==> src/rtl/core/trf_pkg.sv <==
package trf_pkg;

  // Default sizing, handed to the top level parameters.
  localparam int MaxRecordDef  = 8192;
  localparam int BlockBytesDef = 512;

  // One input beat produces at most this many output beats.
  localparam int MaxResults = 4;
  localparam int CntW       = $clog2(MaxResults + 1);
  localparam int IdxW       = $clog2(MaxResults);

  localparam logic [7:0] CH_CR = 8'h0D;
  localparam logic [7:0] CH_LF = 8'h0A;

  localparam logic [1:0] MODE_ASCII     = 2'd0;
  localparam logic [1:0] MODE_BINARY    = 2'd1;
  localparam logic [1:0] MODE_FORMATTED = 2'd2;
  // The unused mode code; the framer treats it as unformatted binary.
  localparam logic [1:0] MODE_SPARE     = 2'd3;

  typedef enum logic [1:0] {
    CMD_START = 2'd0,
    CMD_DATA  = 2'd1,
    CMD_FLUSH = 2'd2,
    CMD_NOP   = 2'd3
  } trf_cmd_t;

  // The output beats caused by one input beat, with their block-end flags.
  typedef struct packed {
    logic [CntW-1:0]             cnt;
    logic [MaxResults-1:0]       ends;
    logic [MaxResults-1:0][7:0]  bytes;
  } trf_bundle_t;

endpackage

==> src/rtl/core/trf_in_if.sv <==
interface trf_in_if;
  logic        valid;
  logic        ready;
  logic [1:0]  cmd;
  logic [7:0]  data_byte;
  logic [13:0] record_length;

  modport source (output valid, output cmd, output data_byte, output record_length,
                  input ready);
  modport sink (input valid, input cmd, input data_byte, input record_length,
                output ready);
endinterface

==> src/rtl/core/trf_out_if.sv <==
interface trf_out_if;
  logic       valid;
  logic       ready;
  logic [7:0] out_byte;
  logic       block_end;
  logic       last_of_run;

  modport source (output valid, output out_byte, output block_end, output last_of_run,
                  input ready);
  modport sink (input valid, input out_byte, input block_end, input last_of_run,
                output ready);
endinterface

==> src/rtl/core/trf_decode.sv <==
module trf_decode
  import trf_pkg::*;
#(
  parameter int MAX_RECORD  = MaxRecordDef,
  parameter int BLOCK_BYTES = BlockBytesDef
) (
  input  logic         clk,
  input  logic         rst_n,
  input  logic         cfg_we,
  input  logic [1:0]   cfg_wdata,
  trf_in_if.sink       in_chan,
  input  logic         ser_rdy,
  output logic         ld_valid,
  output trf_bundle_t  bun
);

  localparam int PW = (BLOCK_BYTES > 2) ? $clog2(BLOCK_BYTES) : 1;
  localparam int RW = $clog2(MAX_RECORD + 1);

  logic              ir_vld_r;
  trf_cmd_t          ir_cmd_r;
  logic [7:0]        ir_db_r;
  logic [13:0]       ir_len_r;
  logic [1:0]        mode_r;
  logic [PW-1:0]     pos_r, pos_nxt;
  logic [7:0]        sum_r, sum_nxt;
  logic [RW-1:0]     rem_r, rem_nxt;
  logic              even_r, even_nxt;
  logic              take;
  logic [16:0]       len_w, len_sat, total_w;
  logic [7:0]        sum_d;
  logic [PW-1:0]     p [0:MaxResults];

  assign len_w   = {3'b000, ir_len_r};
  assign len_sat = (len_w > 17'(MAX_RECORD)) ? 17'(MAX_RECORD) : len_w;
  assign total_w = len_sat + 17'd4;
  assign sum_d   = sum_r + ir_db_r;

  always_comb begin
    bun      = '0;
    sum_nxt  = sum_r;
    rem_nxt  = rem_r;
    even_nxt = even_r;
    case (ir_cmd_r)
      CMD_START: begin
        if (mode_r == MODE_FORMATTED && rem_r == '0 && ir_len_r != '0) begin
          bun.cnt   = CntW'(4);
          bun.bytes = {total_w[15:8], total_w[7:0], 8'h00, 8'h01};
          sum_nxt   = 8'd1 + total_w[7:0] + total_w[15:8];
          rem_nxt   = len_sat[RW-1:0];
          even_nxt  = ~len_sat[0];
        end
      end
      CMD_DATA: begin
        if (mode_r == MODE_ASCII) begin
          if (ir_db_r == CH_LF) begin
            bun.cnt      = CntW'(2);
            bun.bytes[0] = CH_CR;
            bun.bytes[1] = ir_db_r;
          end else begin
            bun.cnt      = CntW'(1);
            bun.bytes[0] = ir_db_r;
          end
        end else if (mode_r == MODE_FORMATTED) begin
          if (rem_r != '0) begin
            bun.bytes[0] = ir_db_r;
            rem_nxt      = rem_r - RW'(1);
            if (rem_r == RW'(1)) begin
              // Record closes: checksum byte, then a pad zero for even lengths.
              bun.cnt      = even_r ? CntW'(3) : CntW'(2);
              bun.bytes[1] = 8'h00 - sum_d;
              sum_nxt      = 8'h00;
              even_nxt     = 1'b0;
            end else begin
              bun.cnt = CntW'(1);
              sum_nxt = sum_d;
            end
          end
        end else begin
          bun.cnt      = CntW'(1);
          bun.bytes[0] = ir_db_r;
        end
      end
      CMD_FLUSH: begin
        if (pos_r != '0) begin
          bun.cnt = CntW'(1);
        end
      end
      default: ;
    endcase

    // Walk the block position across the beats of this bundle.
    p[0] = pos_r;
    for (int k = 0; k < MaxResults; k++) begin
      bun.ends[k] = (p[k] == PW'(BLOCK_BYTES - 1));
      p[k+1]      = bun.ends[k] ? '0 : p[k] + PW'(1);
    end
    case (bun.cnt)
      CntW'(1): pos_nxt = p[1];
      CntW'(2): pos_nxt = p[2];
      CntW'(3): pos_nxt = p[3];
      CntW'(4): pos_nxt = p[4];
      default:  pos_nxt = p[0];
    endcase
  end

  assign take          = ir_vld_r && (bun.cnt == '0 || ser_rdy);
  assign ld_valid      = ir_vld_r && bun.cnt != '0;
  assign in_chan.ready = !ir_vld_r || take;

  always_ff @(posedge clk) begin
    if (!rst_n) begin
      ir_vld_r <= 1'b0;
      mode_r   <= MODE_BINARY;
      pos_r    <= '0;
      sum_r    <= '0;
      rem_r    <= '0;
      even_r   <= 1'b0;
    end else begin
      if (cfg_we) begin
        mode_r <= cfg_wdata;
      end
      if (in_chan.ready) begin
        ir_vld_r <= in_chan.valid;
      end
      if (take) begin
        pos_r  <= pos_nxt;
        sum_r  <= sum_nxt;
        rem_r  <= rem_nxt;
        even_r <= even_nxt;
      end
    end
  end

  always_ff @(posedge clk) begin
    if (in_chan.ready && in_chan.valid) begin
      ir_cmd_r <= trf_cmd_t'(in_chan.cmd);
      ir_db_r  <= in_chan.data_byte;
      ir_len_r <= in_chan.record_length;
    end
  end

endmodule

==> src/rtl/core/trf_serializer.sv <==
module trf_serializer
  import trf_pkg::*;
(
  input  logic         clk,
  input  logic         rst_n,
  input  logic         ld_valid,
  input  trf_bundle_t  bun,
  output logic         ser_rdy,
  trf_out_if.source    out_chan
);

  logic             vld_r;
  logic [IdxW-1:0]  idx_r;
  trf_bundle_t      bun_r;
  logic             last;
  logic             load;

  assign last    = ({1'b0, idx_r} == bun_r.cnt - CntW'(1));
  assign ser_rdy = !vld_r || (out_chan.ready && last);
  assign load    = ld_valid && ser_rdy;

  assign out_chan.valid       = vld_r;
  assign out_chan.out_byte    = bun_r.bytes[idx_r];
  assign out_chan.block_end   = bun_r.ends[idx_r];
  assign out_chan.last_of_run = last;

  always_ff @(posedge clk) begin
    if (!rst_n) begin
      vld_r <= 1'b0;
      idx_r <= '0;
    end else if (load) begin
      vld_r <= 1'b1;
      idx_r <= '0;
    end else if (vld_r && out_chan.ready) begin
      if (last) begin
        vld_r <= 1'b0;
      end else begin
        idx_r <= idx_r + IdxW'(1);
      end
    end
  end

  always_ff @(posedge clk) begin
    if (load) begin
      bun_r <= bun;
    end
  end

endmodule

==> src/rtl/core/tape_record_framer_core.sv <==
// Tape record framer. Each input beat is a command (start record, data byte or
// flush step) and produces zero to four output bytes on the result channel, which
// are counted into tape blocks of BLOCK_BYTES bytes; block_end marks the byte that
// fills a block and last_of_run marks the final byte caused by one input beat. The
// mode register selects ASCII (a CR is inserted before every LF), unformatted
// binary (bytes pass through, also for mode three) or formatted binary, where a
// start command opens a record of record_length data bytes (saturated at
// MAX_RECORD), framed by the bytes 1 and 0, the length plus four low byte first,
// the data, a two's-complement checksum and a pad zero for even lengths. The block
// accepts one input beat per cycle while the serializer can take its bundle and
// emits one output beat per cycle while the output is ready: an input beat that
// causes n output bytes holds the serializer until its last byte is taken, so
// throughput is set by the output serializer at one byte per clock. Commands with
// no bytes (a start outside formatted mode, with zero length or in an open record,
// data with no open record, a flush at position zero, command three) are absorbed
// without waiting for the output. Bytes pass the input, then the result register.
// Write the mode register only while the block is idle.
module tape_record_framer_core
  import trf_pkg::*;
#(
  parameter int MAX_RECORD  = MaxRecordDef,
  parameter int BLOCK_BYTES = BlockBytesDef
) (
  input  logic       clk,
  input  logic       rst_n,
  input  logic       cfg_we,
  input  logic [1:0] cfg_wdata,
  trf_in_if.sink     in_chan,
  trf_out_if.source  out_chan
);

  // Decoded bundle handed from the expansion stage to the output serializer.
  logic        ld_valid;
  logic        ser_rdy;
  trf_bundle_t bun;

  // Input register, mode register, framing state and byte expansion.
  trf_decode #(
    .MAX_RECORD  (MAX_RECORD),
    .BLOCK_BYTES (BLOCK_BYTES)
  ) u_decode (
    .clk       (clk),
    .rst_n     (rst_n),
    .cfg_we    (cfg_we),
    .cfg_wdata (cfg_wdata),
    .in_chan   (in_chan),
    .ser_rdy   (ser_rdy),
    .ld_valid  (ld_valid),
    .bun       (bun)
  );

  // Result register that plays out one bundle a beat at a time.
  trf_serializer u_ser (
    .clk      (clk),
    .rst_n    (rst_n),
    .ld_valid (ld_valid),
    .bun      (bun),
    .ser_rdy  (ser_rdy),
    .out_chan (out_chan)
  );

  // A bundle handed to the serializer always carries at least one byte.
  assert property (@(posedge clk) disable iff (!rst_n)
    ld_valid |-> bun.cnt != '0)
    else $error("empty bundle offered to serializer");

  // Within one run the bytes follow without a gap.
  assert property (@(posedge clk) disable iff (!rst_n)
    out_chan.valid && out_chan.ready && !out_chan.last_of_run |=> out_chan.valid)
    else $error("gap inside an output run");

  // The input side stalls only while the output cannot take a new bundle.
  assert property (@(posedge clk) disable iff (!rst_n)
    !in_chan.ready |-> ld_valid && !ser_rdy)
    else $error("input stalled without output back-pressure");

endmodule
==> src/flat_wrapper.sv <==
// flat-port wrapper written by rule: the top's interface ports become plain ports
module tape_record_framer_core_flat import trf_pkg::*;
#(
  parameter int MAX_RECORD  = MaxRecordDef,
  parameter int BLOCK_BYTES = BlockBytesDef
)
  (clk, rst_n, cfg_we, cfg_wdata, in_chan_valid, in_chan_cmd, in_chan_data_byte, in_chan_record_length, in_chan_ready, out_chan_valid, out_chan_out_byte, out_chan_block_end, out_chan_last_of_run, out_chan_ready);
  trf_in_if in_chan_i ();
  trf_out_if out_chan_i ();
  input  logic clk;
  input  logic rst_n;
  input  logic cfg_we;
  input  logic [1:0] cfg_wdata;
  input wire logic [$bits(in_chan_i.valid)-1:0] in_chan_valid;
  input wire logic [$bits(in_chan_i.cmd)-1:0] in_chan_cmd;
  input wire logic [$bits(in_chan_i.data_byte)-1:0] in_chan_data_byte;
  input wire logic [$bits(in_chan_i.record_length)-1:0] in_chan_record_length;
  output wire logic [$bits(in_chan_i.ready)-1:0] in_chan_ready;
  output wire logic [$bits(out_chan_i.valid)-1:0] out_chan_valid;
  output wire logic [$bits(out_chan_i.out_byte)-1:0] out_chan_out_byte;
  output wire logic [$bits(out_chan_i.block_end)-1:0] out_chan_block_end;
  output wire logic [$bits(out_chan_i.last_of_run)-1:0] out_chan_last_of_run;
  input wire logic [$bits(out_chan_i.ready)-1:0] out_chan_ready;
  assign in_chan_i.valid = in_chan_valid;
  assign in_chan_i.cmd = in_chan_cmd;
  assign in_chan_i.data_byte = in_chan_data_byte;
  assign in_chan_i.record_length = in_chan_record_length;
  assign in_chan_ready = in_chan_i.ready;
  assign out_chan_valid = out_chan_i.valid;
  assign out_chan_out_byte = out_chan_i.out_byte;
  assign out_chan_block_end = out_chan_i.block_end;
  assign out_chan_last_of_run = out_chan_i.last_of_run;
  assign out_chan_i.ready = out_chan_ready;
  tape_record_framer_core #(.MAX_RECORD(MAX_RECORD), .BLOCK_BYTES(BLOCK_BYTES)) u_core (.clk(clk), .rst_n(rst_n), .cfg_we(cfg_we), .cfg_wdata(cfg_wdata), .in_chan(in_chan_i), .out_chan(out_chan_i));
endmodule
==> config.mk <==
export PLATFORM = sky130hd
export DESIGN_NAME = tape_record_framer_core_flat
export DESIGN_NICKNAME = d
export VERILOG_FILES = /design/src/rtl/core/trf_pkg.sv /design/src/rtl/core/trf_in_if.sv /design/src/rtl/core/trf_out_if.sv /design/src/rtl/core/trf_decode.sv /design/src/rtl/core/trf_serializer.sv /design/src/rtl/core/tape_record_framer_core.sv /design/src/flat_wrapper.sv
export SDC_FILE = /design/constraint.sdc
export NUM_CORES = 1
export LEC_CHECK = 0
export BUFFER_PORTS_ARGS = -buffer_cell sky130_fd_sc_hd__buf_2
export CORE_AREA = 5 5 111 113
export CTS_BUF_LIST = sky130_fd_sc_hd__clkbuf_4 sky130_fd_sc_hd__clkbuf_8
export CTS_CLUSTER_SIZE = 14
export DETAILED_ROUTE_END_ITERATION = 16
export DIE_AREA = 0 0 116 118
export HOLD_SLACK_MARGIN = 0.15
export PLACE_DENSITY_LB_ADDON = 0.3
export SLEW_MARGIN = 0
export SYNTH_ARGS = -nofsm -noshare
export SYNTH_HDL_FRONTEND = slang
export SYNTH_SLANG_ARGS = --single-unit
==> constraint.sdc <==
create_clock -name clk -period 6.5 [get_ports clk]
set_input_delay 0.975 -clock clk [delete_from_list [all_inputs] [get_ports clk]]
set_output_delay 0.975 -clock clk [all_outputs]
set_load 0.005 [all_outputs]
* Yosys cells after proc, flatten, opt, wreduce, memory -nomap -nowiden
Index checks and enable logic that the tools add are counted.
** Word-level totals
- Output and inout bits :: 12
- Bits in read-only memories :: 0
- Logic and storage cells :: 133
- Latch bits :: 0
- Memories :: 0
- Register bits after elaboration :: 100
- Memory bits (writable) :: 0
** Operators by class
- Divide/modulo/power cells :: 0
- Order comparisons :: 2
- Bitwise logic cells :: 3
- Add/subtract/negate cells :: 12
- Muxes and demuxes :: 48
- Shift operators :: 0
- $mul :: 0
- Equality and inequality tests :: 19
- Reduce and logical (&&, ||, !) cells :: 32
** Operators by type and width (number)
- $mux 8 :: 11
- $mux 14 :: 5
- $add 9x1->9 const B :: 4
- $eq 9x9->1 const B :: 4
- $mux 9 :: 4
- $pmux 9 s4 :: 1
- $mux 16 :: 2
- $pmux 16 s2 :: 1
- $pmux 14 s2 :: 1
- $reduce_bool 14->1 :: 2
- $bmux 8 s2 :: 1
- $pmux 8 s2 :: 1
- $add 14x3->15 const B :: 1
- $eq 14x1->1 const B :: 1
- $gt 14x14->1 const B :: 1
- $logic_not 14->1 :: 1
- $sub 14x1->14 const B :: 1
- $mux 1 :: 12
- $ne 2x2->1 const B :: 5
- $pmux 3 s3 :: 1
- $reduce_bool 9->1 :: 1
- $add 1x8->8 const A :: 1
- $add 8x7->8 :: 1
- $add 8x8->8 :: 1
- 28 further kinds :: 52

* Depth between registers and ports, before layout
- Depth in word-level cells :: 11
- Mapped depth :: 29
- Mapped depth without buffers :: 26

* Cells and area by module
Synthesis repeated with hierarchy kept, for this count alone.
** Second synthesis, totals
- Cells, all modules :: 706
- Area, all modules :: 6668.9 um2
** By module, submodules not included
- trf_decode :: area an instance 5081.1 um2, cells each 632, times used 1
- trf_serializer :: area an instance 1587.8 um2, cells each 74, times used 1

* Worst setup path after synthesis
Ideal clock, no wire load.
- Kind :: reg-to-reg
- Start point :: register u_core.u_decode.pos_r[4]
- End point :: register u_core.u_decode.pos_r[7]
- Slack :: 518 ps
- Buffers on the path :: 4
- Library setup time :: 74 ps
- Clock period less this slack :: 5982 ps
- Arrival :: 5908 ps
- Cell stages (with the launch flop) :: 28
- Cells stage by stage :: dfxtp_1 clkbuf_1 and3_1 and4_1 ha_1 clkbuf_1 clkbuf_1 nor2_1 a31o_2 nand2_1 nor3_1 ha_1 or4_1 a21bo_2 or3b_2 nor4b_1 ha_1 clkbuf_2 inv_1 and3_1 mux2_2 and3_1 ha_1 nor2_1 nand2_1 nor4_1 o22ai_1 a31oi_1
** RTL lines
- start, declared :: RTL line trf_decode.sv:25 : logic [PW-1:0] pos_r, pos_nxt;
- start signal, assigned :: RTL line trf_decode.sv:127 : pos_r <= pos_nxt;

==> impl_metrics.py <==
metrics = {
    "setup_path": {
        "arrival_ps": 6390,
        "end_kind": "flip-flop",
        "ff2ff_setup_slack_ps": 430,
        "start_kind": "flip-flop",
        "crit_required_ps": 6820,
        "path_max_fanout": 14,
        "critPathKind": "flip-flop to flip-flop",
    },
    "timing": {
        "clock_skew_ps": 19.0,
        "finalCritPeriodShare": 0.935,
        "rsz0062_at_grt": "no",
        "tns_ps": 0,
        "finalSetupViolCount": 0,
        "slew_violations": 0,
        "max_slew_margin": 0.335,
        "hold_violations": 0,
        "post-route-min-period_ps": 6070,
        "worst_pin_slew_ps": 997,
        "hold_ws_ps": 506,
        "max_freq_ghz": 0.165,
    },
    "routing": {
        "drtAntennaViolNets": 0,
        "viasPerCell": 6.29,
        "drt-total-wl_um": 16800,
        "drt_iter0_markers": 490,
        "routedWlPerCell_um": 19.5,
        "drc": 0,
        "first_pass_iters": 6,
        "num_vias": 5405,
    },
    "floorplanning": {
        "fp.dieW_um": 116,
        "rows": 39,
        "start_util": 0.579,
        "die_y_um": 118,
        "die-area_mm2": 0.0137,
        "ios": 43,
        "core_area_mm2": 0.0112,
    },
    "final_layout": {
        "area_growth_pct": 8.05,
        "multi_input_comb_area_mm2": 0.00363,
        "nFillCells": 916,
        "fin_nets": 772,
        "antenna-diode-count": 0,
        "regArea_mm2": 0.00262,
        "drive_gt1_frac": 0.149,
    },
    "synthesis": {
        "synth_area_leader_cell": "edfxtp_1",
        "synth_seq_cells": 100,
        "synth_top_area_frac": 0.286,
        "yosysMostFrequentCell": "nor2_1",
        "ys_seq_area_frac": 0.403,
        "avgSynthCellArea_um2": 9.57,
        "synth_edf_count": 62,
        "synth_area_mm2": 0.00650,
        "yosys-top-cells-count": "77 x nor2_1, 62 x edfxtp_1, 38 x dfxtp_1",
        "synthTopCellsByArea": "edfxtp_1 29%, dfxtp_1 12%, ha_1 5.4%",
        "synthArstFlopShare": 0,
        "synth-main-ff-cell": "edfxtp_1",
        "synthDistinctLibCells": 85,
        "yosys_warnings": 0,
        "syn_inst": 679,
    },
    "cts": {
        "clock_path_buffers": 2,
        "cts.clk_slew.worst_paths_ps": 100,
        "cts_sinks": 100,
        "ctsHoldBuffers": 0,
        "clock_latency_ps": 390,
        "post_cts_buffers": 0,
        "cts_tree": "yes",
        "root_buffer": "clkbuf_8",
        "cts_made_buffers": 9,
        "cts-resized-gates": 0,
        "htreeDepth": 3,
    },
    "min_path": {
        "hold_path.class": "flip-flop to flip-flop",
    },
    "pwr": {
        "p_leak_nw": 2.72,
        "ir_worst_vdd_mv": 0.161,
        "pwr_density_cell_mw_per_mm2": 183,
    },
    "global_routing": {
        "antenna_found_initial": 0,
        "grt_max_degree": 52,
        "overflow": 0,
        "grt_pass1_wl_um": 27500,
        "grt_pass1_vias": 5226,
        "grt_use_total": 0.256,
    },
    "status": {
        "outcome": "completed",
    },
    "job": {
        "maxCapViolCount": 0,
    },
    "place": {
        "port_buffers": 42,
        "gp_congestion": 0.911,
        "dp_hpwl_um": 12700,
    },
}
## final timing paths
kind	from	cells after the start	to
max reg2reg	u_core.u_decode.pos_r[0]	26	u_core.u_decode.pos_r[0]
min	u_core.u_decode.sum_r[3]	2	u_core.u_decode.sum_r[3]
max	u_core.u_decode.pos_r[0]	26	u_core.u_decode.pos_r[0]
min reg2reg	u_core.u_decode.sum_r[3]	2	u_core.u_decode.sum_r[3]
## per-layer routing
| metal | up-vias | track usage | share of wire |
|---|---|---|---|
| met5 | - | 0 | 0 |
| met4 | 0 | 0.100 | 0.029 |
| met3 | 36 | 0.0432 | 0.079 |
| met2 | 245 | 0.394 | 0.46 |
| met1 | 2558 | 0.357 | 0.43 |
| li1 | 2566 | - | - |
## critical path: stages (launching register included)
cell	delay, ps
dfxtp_1	440
ha_2	290
and2_1	200
and4_1	250
ha_4	230
nor2b_1	80
a32oi_1	230
nand2_1	180
nand2_1	110
nor3_1	50
ha_1	300
or4_1	540
a21bo_2	250
or3b_2	490
nor4b_1	330
ha_1	250
inv_1	70
and3_1	140
mux2_2	280
and3_1	190
ha_1	240
nor2_1	140
buf_4	190
a22oi_1	70
o21ai_0	150
o21ai_0	130
a21oi_1	190
## power breakdown
| group | switching (W) | internal, W |
|---|---|---|
| Combinational | 0.000109 | 0.0000731 |
| Sequential | 0.0000214 | 0.000694 |
| Clock | 0.000237 | 0.000152 |
| Total | 0.000367 | 0.000918 |
## registers in the layout, indices dropped and copies added, names as in the netlist, 2 cells and up
signal,cells
u_core.u_ser.idx_r,2
u_core.u_decode.pos_r,9
u_core.u_decode.sum_r,8
u_core.u_decode.ir_cmd_r,2
u_core.u_ser.bun_r,38
u_core.u_decode.ir_db_r,8
u_core.u_decode.ir_len_r,14
u_core.u_decode.mode_r,2
u_core.u_decode.rem_r,14
## per-stage QoR
stage	util	power, W	setup WS [ps]	instance area (um^2)	cells
6_report	0.626	0.00129	426	7020	859
5_1_grt	0.626	0.00135	42.0	7020	859
4_1_cts	0.624	0.00129	238	7010	859
3_5_place_dp	0.608	0.000907	289	6820	843
3_3_place_gp	0.608	0.000904	546	6820	843
2_1_floorplan	-	0.000850	518	6500	680
## final cells by class
type / count / area share
Clock buffer: 10 / 0.0187
Clock inverter: 6 / 0.00820
Inverter: 34 / 0.0182
Multi-Input combinational cell: 516 / 0.518
Sequential cell: 100 / 0.373
Tap cell: 143 / 0.0255
Timing Repair Buffer: 50 / 0.0385
## cell usage in the layout, fill, tap and decap left out, types with 4 or more instances in the layout
cell type  instances
edfxtp_1          62
clkbuf_8           9
nand3_1           16
inv_1             31
o211ai_1           6
o22ai_1            4
buf_4              8
and3_1            13
mux2i_1            7
nand4_1            5
xnor2_1           20
or2_2              4
nor2b_1           17
a21o_1             8
nor4_1             7
a311oi_1           5
nand3b_1           6
or3_1              5
a31oi_1            6
a221oi_1           5
a211oi_1           8
nand2b_1          12
mux4_2             8
and2_1            17
o21a_1             4
nor2_1            77
nor3_1            24
buf_2             42
a22oi_1            7
a21oi_1           35
dfxtp_1           38
ha_1              26
xor2_1            25
o21ai_0           34
nand2_1           34
## kinds of logic after synthesis
group | share of synthesized area
xor+xnor | 0.0631
compound gates | 0.167
simple gates | 0.220
mux | 0.0437
flops | 0.403
buf+inv | 0.0412
other cells | 0.000577
fa+ha+maj | 0.0601
(Power assumes the default switching activity.)
